[src/rtl/bxavg_pkg.sv]
// ----------------------------------------------------------------------------
// bxavg_pkg
// Shared types, sizes and the reciprocal table of the box average downscaler.
// ----------------------------------------------------------------------------
package bxavg_pkg;

	localparam int MAX_DEST_WIDTH = 1024;
	localparam int COL_W          = (MAX_DEST_WIDTH > 1) ? $clog2(MAX_DEST_WIDTH) : 1;
	localparam int DEST_COL_W     = 10;
	localparam int FACTOR_W       = 5;
	localparam int WIDTH_W        = 11;
	localparam int CNT_W          = 4;
	localparam int LANES          = 4;
	localparam int BYTE_W         = 8;
	localparam int SUM_W          = 16;
	localparam int RECIP_W        = 23;
	localparam int RECIP_SHIFT    = 24;
	localparam int FACTOR_MIN     = 2;
	localparam int FACTOR_MAX     = 16;

	typedef enum logic [0:0] {
		CFG_SCALE_FACTOR = 1'b0,
		CFG_DEST_WIDTH   = 1'b1
	} cfg_idx_t;

	typedef logic [LANES-1:0][BYTE_W-1:0] byte_lanes_t;
	typedef logic [LANES-1:0][SUM_W-1:0]  sum_lanes_t;

	typedef struct packed {
		sum_lanes_t       sums;
		logic [COL_W-1:0] col;
		logic             row_end;
	} emit_t;

	// ceil(2^24 / (n*n)); exact floor quotient for any 16-bit sum
	function automatic logic [RECIP_W-1:0] recip_of(input logic [FACTOR_W-1:0] n);
		logic [RECIP_W-1:0] r;
		unique case (n)
			5'd3:    r = RECIP_W'(1864136);
			5'd4:    r = RECIP_W'(1048576);
			5'd5:    r = RECIP_W'(671089);
			5'd6:    r = RECIP_W'(466034);
			5'd7:    r = RECIP_W'(342393);
			5'd8:    r = RECIP_W'(262144);
			5'd9:    r = RECIP_W'(207127);
			5'd10:   r = RECIP_W'(167773);
			5'd11:   r = RECIP_W'(138655);
			5'd12:   r = RECIP_W'(116509);
			5'd13:   r = RECIP_W'(99274);
			5'd14:   r = RECIP_W'(85599);
			5'd15:   r = RECIP_W'(74566);
			5'd16:   r = RECIP_W'(65536);
			default: r = RECIP_W'(4194304);
		endcase
		return r;
	endfunction

endpackage

[src/rtl/bxavg_div.sv]
// ----------------------------------------------------------------------------
// bxavg_div
// Block sum to average by reciprocal multiply, with the output register.
// ----------------------------------------------------------------------------
module bxavg_div (
	input  logic                             clk,
	input  logic                             arst_n,
	input  logic [bxavg_pkg::FACTOR_W-1:0]   factor,
	input  logic                             emit_valid,
	output logic                             emit_ready,
	input  bxavg_pkg::emit_t                 emit_data,
	output logic                             out_valid,
	input  logic                             out_ready,
	output bxavg_pkg::byte_lanes_t           avg,
	output logic [bxavg_pkg::DEST_COL_W-1:0] col,
	output logic                             row_end
);
	import bxavg_pkg::*;

	localparam int PROD_W = SUM_W + RECIP_W;

	logic [RECIP_W-1:0]    recip_q;
	logic                  valid_s2;
	emit_t                 data_s2;
	logic                  out_valid_q;
	byte_lanes_t           avg_q;
	logic [DEST_COL_W-1:0] col_q;
	logic                  row_end_q;

	logic                  out_go;
	logic                  s2_go;
	logic [PROD_W-1:0]     prod [LANES];
	byte_lanes_t           quo;

	assign out_go     = !out_valid_q || out_ready;
	assign s2_go      = valid_s2 && out_go;
	assign emit_ready = !valid_s2 || s2_go;

	always_comb begin
		for (int l = 0; l < LANES; l++) begin
			prod[l] = PROD_W'(data_s2.sums[l]) * PROD_W'(recip_q);
			quo[l]  = prod[l][RECIP_SHIFT +: BYTE_W];
		end
	end

	always_ff @(posedge clk) begin
		recip_q <= recip_of(factor);
		if (emit_valid && emit_ready) begin
			data_s2 <= emit_data;
		end
		if (s2_go) begin
			avg_q     <= quo;
			col_q     <= DEST_COL_W'(data_s2.col);
			row_end_q <= data_s2.row_end;
		end
	end

	always_ff @(posedge clk or negedge arst_n) begin
		if (!arst_n) begin
			valid_s2    <= 1'b0;
			out_valid_q <= 1'b0;
		end else begin
			if (emit_valid && emit_ready) begin
				valid_s2 <= 1'b1;
			end else if (s2_go) begin
				valid_s2 <= 1'b0;
			end
			if (s2_go) begin
				out_valid_q <= 1'b1;
			end else if (out_ready) begin
				out_valid_q <= 1'b0;
			end
		end
	end

	assign out_valid = out_valid_q;
	assign avg       = avg_q;
	assign col       = col_q;
	assign row_end   = row_end_q;

endmodule

[config.mk]
export PLATFORM = sky130hd
export DESIGN_NAME = bxavg_div
export DESIGN_NICKNAME = d
export VERILOG_FILES = /design/src/rtl/bxavg_pkg.sv /design/src/rtl/bxavg_div.sv
export SDC_FILE = /design/constraint.sdc
export NUM_CORES = 2
export LEC_CHECK = 0
export BUFFER_PORTS_ARGS = -buffer_cell sky130_fd_sc_hd__buf_4
export CORE_UTILIZATION = 30
export CTS_BUF_LIST = sky130_fd_sc_hd__clkbuf_8
export CTS_CLUSTER_DIAMETER = 100
export DETAILED_ROUTE_END_ITERATION = 6
export PLACE_DENSITY = 0.5
export SYNTH_ARGS = -nofsm -noshare
export SYNTH_HDL_FRONTEND = slang
export SYNTH_SLANG_ARGS = --single-unit
[constraint.sdc]
create_clock -name clk -period 13.8 [get_ports clk]
set_clock_uncertainty 0.2 [all_clocks]
set_input_delay 2.76 -clock clk [delete_from_list [all_inputs] [get_ports clk]]
set_output_delay 2.76 -clock clk [all_outputs]
set_load 0.02 [all_outputs]
Word-level counts from Yosys, hierarchy flattened
Memories as Yosys holds them, arrays and structs flattened. A register that Yosys moved wholly into a read port is not among the register bits.
Cells that the tools add are included.
{ "word_totals": {"reg_bits": 143, "romBits": 704, "inputBits": 84, "out_inout_bits": 45, "wordCells": 32, "mem_count": 1} }
{ "op_classes": {"multipliers": 4, "muxes": 4, "reduce_logical": 8} }
{ "mem_list": {"columns": ["name", "depth", "width", "rd", "rd_clocked_by_memory_dff", "wr", "line_no", "source"], "rows": [
  ["(name not given)", 32, 22, 1, 1, 0, "bxavg_pkg.sv:38", "unique case (n)"]
]} }
{ "ops": {"columns": ["operator", "n"], "rows": [
  ["multiplier 16 x 23 -> 32 bit", 4],
  ["2-to-1 mux 1 bit", 4],
  ["nonzero test 2 bit", 2],
  ["logical AND 1 bit", 2],
  ["logical NOT 1 bit", 2],
  ["logical OR 1 bit", 2]
]} }

Depth between registers and ports, before layout
{ "depth": {"word_depth": 6, "mapped_depth": 23, "ltp_nobuf": 21} }

Least setup slack after synthesis
No wires, ideal clock.
{ "synth_path": {"path_type": "register to register", "from": "register recip_q[11]", "to": "register avg_q (netlist bit avg[7]) (data pin)", "setup_ps": 260, "t_arrival_ps": 5831, "t_required_ps": 13340, "slack_ps": 7509, "stages_incl_launch_ff": 22, "path_buffers": 2, "period_less_slack_ps": 6291, "cell_sequence": "dfxtp_1 clkbuf_1 clkbuf_1 nand2_1 fa_1 fa_1 fa_1 inv_1 fa_1 fa_1 inv_1 fa_1 inv_1 ha_1 or3_4 a2111o_1 a41oi_2 o21ai_2 a311oi_2 o31ai_2 a21oi_2 xnor2_1"} }
{ "synth_lines": {"columns": ["item", "line_no", "source"], "rows": [
  ["start: declaration", "bxavg_div.sv:22", "logic [RECIP_W-1:0] recip_q;"],
  ["end signal: assignment", "bxavg_div.sv:52", "avg_q <= quo;"],
  ["end: declaration", "bxavg_div.sv:26", "byte_lanes_t avg_q;"]
]} }

==> impl_metrics.py <==
metrics = {
    "outcome": {
        "status": "finished, violations left",
        "violations": "design-rule violations, max-capacitance violations",
    },
    "critical_path": {
        "path_class": "flop to flop",
        "cp.arrival_ps": 8260,
        "crit_required_ps": 14010,
        "cp-start-kind": "flop",
        "reg2reg_to": "avg[23]",
        "r2r_slack_ps": 5750,
        "endpoint_kind": "flop",
        "crit_fanout": 38,
        "r2r-start": "recip_q[7]",
        "r2r_cells": 20,
    },
    "synthesis": {
        "syn_area_um2": 43560,
        "synth_top_cell_area_share_pct": 48.35,
        "synth.largest_area_cell": "fa_1",
        "yosysMostFrequentCell": "inv_1",
        "syn_area_per_cell_um2": 9.331,
        "ys_warn_count": 0,
        "synth_cell_types": 70,
        "syn_inst": 4668,
        "synth_seq_cells": 142,
        "synth_common_cells": "inv_1 (1,160), fa_1 (1,052), nand2_1 (755), and2_1 (608), ha_1 (323)",
        "async_flop_share_pct": 1.408,
        "synthTopCellsByArea": "fa_1 (48%), inv_1 (10%), ha_1 (9.3%)",
        "ys_seq_area_share_pct": 9.261,
        "synth_nets": 6127,
        "synth_edf_count": 118,
        "synth_flop_cell": "edfxtp_1",
    },
    "routing": {
        "vias": 29930,
        "drc": 18,
        "wirelength_mm": 124.0,
        "drtAntennaViolNets": 0,
        "drtPass1Iterations": 7,
        "wire_per_inst_um": 19.02,
        "drt-initial-drc-count": 1548,
        "vias_per_cell": 4.592,
    },
    "power": {
        "pwr-share-comb_pct": 75.9,
        "ir_drop_v": 0.00007476,
        "seq_power_share_pct": 15.4,
        "switchingPower_mw": 2.399,
        "p_sw_share_pct": 52.51,
        "leakage_nw": 22.10,
        "p_clk_share_pct": 8.7,
        "p_int_mw": 2.169,
        "p_per_area_nw_per_um2": 97.74,
    },
    "timing": {
        "timing.fmax_ghz": 0.1242,
        "layout_min_cycle_time_ps": 8051,
        "hold_viol": 0,
        "setup_slack_ps": 5749,
        "timing.hold.ws_ps": 225.9,
        "relSlewSlack_pct": 1.905,
        "setup-tns-final_ps": 0,
        "fin_crit_sh_pct": 58.34,
        "setup_viol": 0,
        "worst_slew_pin_slew_ps": 1434,
        "final-max-slew-violation-count": 0,
        "rsz0062_at_grt": "no",
    },
    "hold_path": {
        "hp-start": "data_s2[6]",
        "holdPathStages": 0,
        "min_to": "col[5]",
        "worstHoldPathType": "flop to flop",
    },
    "grt": {
        "globalRouteTotalUtil_pct": 17.85,
        "grt_overflow": 0,
        "grt_pass1_wl_mm": 198.3,
        "grt_max_degree": 65,
        "grt_pass1_vias": 33460,
        "antenna_found_initial": 7,
    },
    "cts": {
        "path_clk_slew_ps": 110,
        "numCtsBuffers": 17,
        "cts_tree": "yes",
        "cts.sinks": 142,
        "clock_latency_ps": 680,
        "cts_setup_buffers": 0,
        "cts_root_buffer": "clkbuf_8",
        "clock_path_buffers": 2,
        "htree_levels": 4,
        "cts-resized-gates": 0,
        "ctsHoldBuffers": 0,
    },
    "die": {
        "num_io_pins": 129,
        "num_rows": 139,
        "core_um2": 143800,
        "die_w_um": 383.1,
        "die_height_um": 383.1,
        "initial_core_util_pct": 30.29,
        "design.die.area_um2": 146700,
    },
    "placement": {
        "dp_worst_setup_slack_ps": 5887,
        "place_area_um2": 46330,
        "gp_congestion": 0.8144,
        "port_buffers": 128,
        "hpwl_mm": 87.19,
    },
    "cells_and_area": {
        "final_nets": 6059,
        "design_area_um2": 46740,
        "drive_gt1_share_pct": 5.550,
        "syn2layout_area_growth_pct": 7.293,
        "finish.utilization_pct": 32.49,
    },
    "flow_run": {
        "max_cap_viol_count": 1,
    },
}
==> layer usage <==
| metal | routed length (um) | track usage [%] | vias to the layer above |
|---|---|---|---|
| met4 | 2654 | 4.533 | 0 |
| met2 | 59130 | 29.14 | 605 |
| met1 | 56270 | 24.50 | 15970 |
| li1 | - | - | 13250 |
| met5 | 0 | 0 | - |
| met3 | 5904 | 2.920 | 111 |
==> critical path, stage by stage, from the launching register on <==
cell and delay [ps]:
dfxtp_2 870, buf_4 600, nand2_1 160, fa_1 580, inv_1 60, fa_1 490
inv_1 50, fa_1 540, inv_1 60, fa_1 480, fa_1 510, inv_1 50
fa_1 480, inv_1 40, ha_1 300, a211o_1 280, o221a_1 260, a2111oi_0 1220
o21ai_0 260, o211ai_1 190, xnor2_1 90
==> cell families after synthesis <==
group / after synthesis / share of synthesized area [%]
AO/OA/AOI/OAI: 168 / 2.557
XOR/XNOR: 81 / 1.629
adder cells (fa/ha/maj): 1375 / 57.63
buffers and inverters: 1430 / 12.33
flip-flops: 142 / 9.261
multiplexers: 1 / 0.02585
AND/OR/NAND/NOR: 1471 / 16.58
==> state kept, by name, indices dropped and copies added, names as in the netlist <==
name	cells
valid_s2	1
data_s2	75
row_end	1
col	10
out_valid	1
recip_q	22
avg	32
==> worst max path at each step <==
| stage | to | start | cells after the start |
|---|---|---|---|
| 2_1_floorplan | avg[7] | recip_q[11] | 21 |
| 3_3_place_gp | avg[22] | recip_q[7] | 20 |
| 3_5_place_dp | avg[22] | recip_q[7] | 20 |
| 4_1_cts | avg[22] | recip_q[7] | 20 |
| 5_1_grt | avg[22] | recip_q[7] | 20 |
| 6_report | avg[23] | recip_q[7] | 20 |
==> cell type report <==
cell class	count	area [um^2]
tap	1903	2381
timing repair buffer	183	1374
clock buffer	17	234.0
sequential	142	4061
multi-input combinational	3096	34160
inverter	1160	4354
antenna	2	5.005
fill	14970	97090
clock inverter	15	165.2
==> power groups by stage <==
stage,sequential (mW),clock (mW),combinational [mW]
4_1_cts,0.706,0.425,3.53
3_5_place_dp,0.711,0,3.49
6_report,0.703,0.397,3.47
2_1_floorplan,0.685,0,2.51
3_3_place_gp,0.713,0,3.47
5_1_grt,0.717,0.432,4.06
==> cells in the final DEF, fill, tap and decap left out, types with 9 or more instances in the layout <==
master,instances
nor3_1,11
fa_1,1052
clkbuf_8,17
xor2_1,20
a21oi_1,52
inv_1,1160
nand2_1,755
buf_4,183
a211oi_1,9
edfxtp_1,118
nand3_1,11
o21a_1,10
ha_1,323
a21o_1,12
and2_1,606
o21ai_1,10
dfxtp_2,22
nand4_1,13
o21ai_0,18
xnor2_1,61
nor2_1,42
==> metrics by stage <==
step | power [mW] | instances
after floorplan | 3.193 | 4668
after global placement | 4.183 | 6484
after detailed placement | 4.199 | 6484
after CTS | 4.662 | 6516
after global routing | 5.205 | 6517
final | 4.568 | 6518
(Power assumes the default switching activity.)
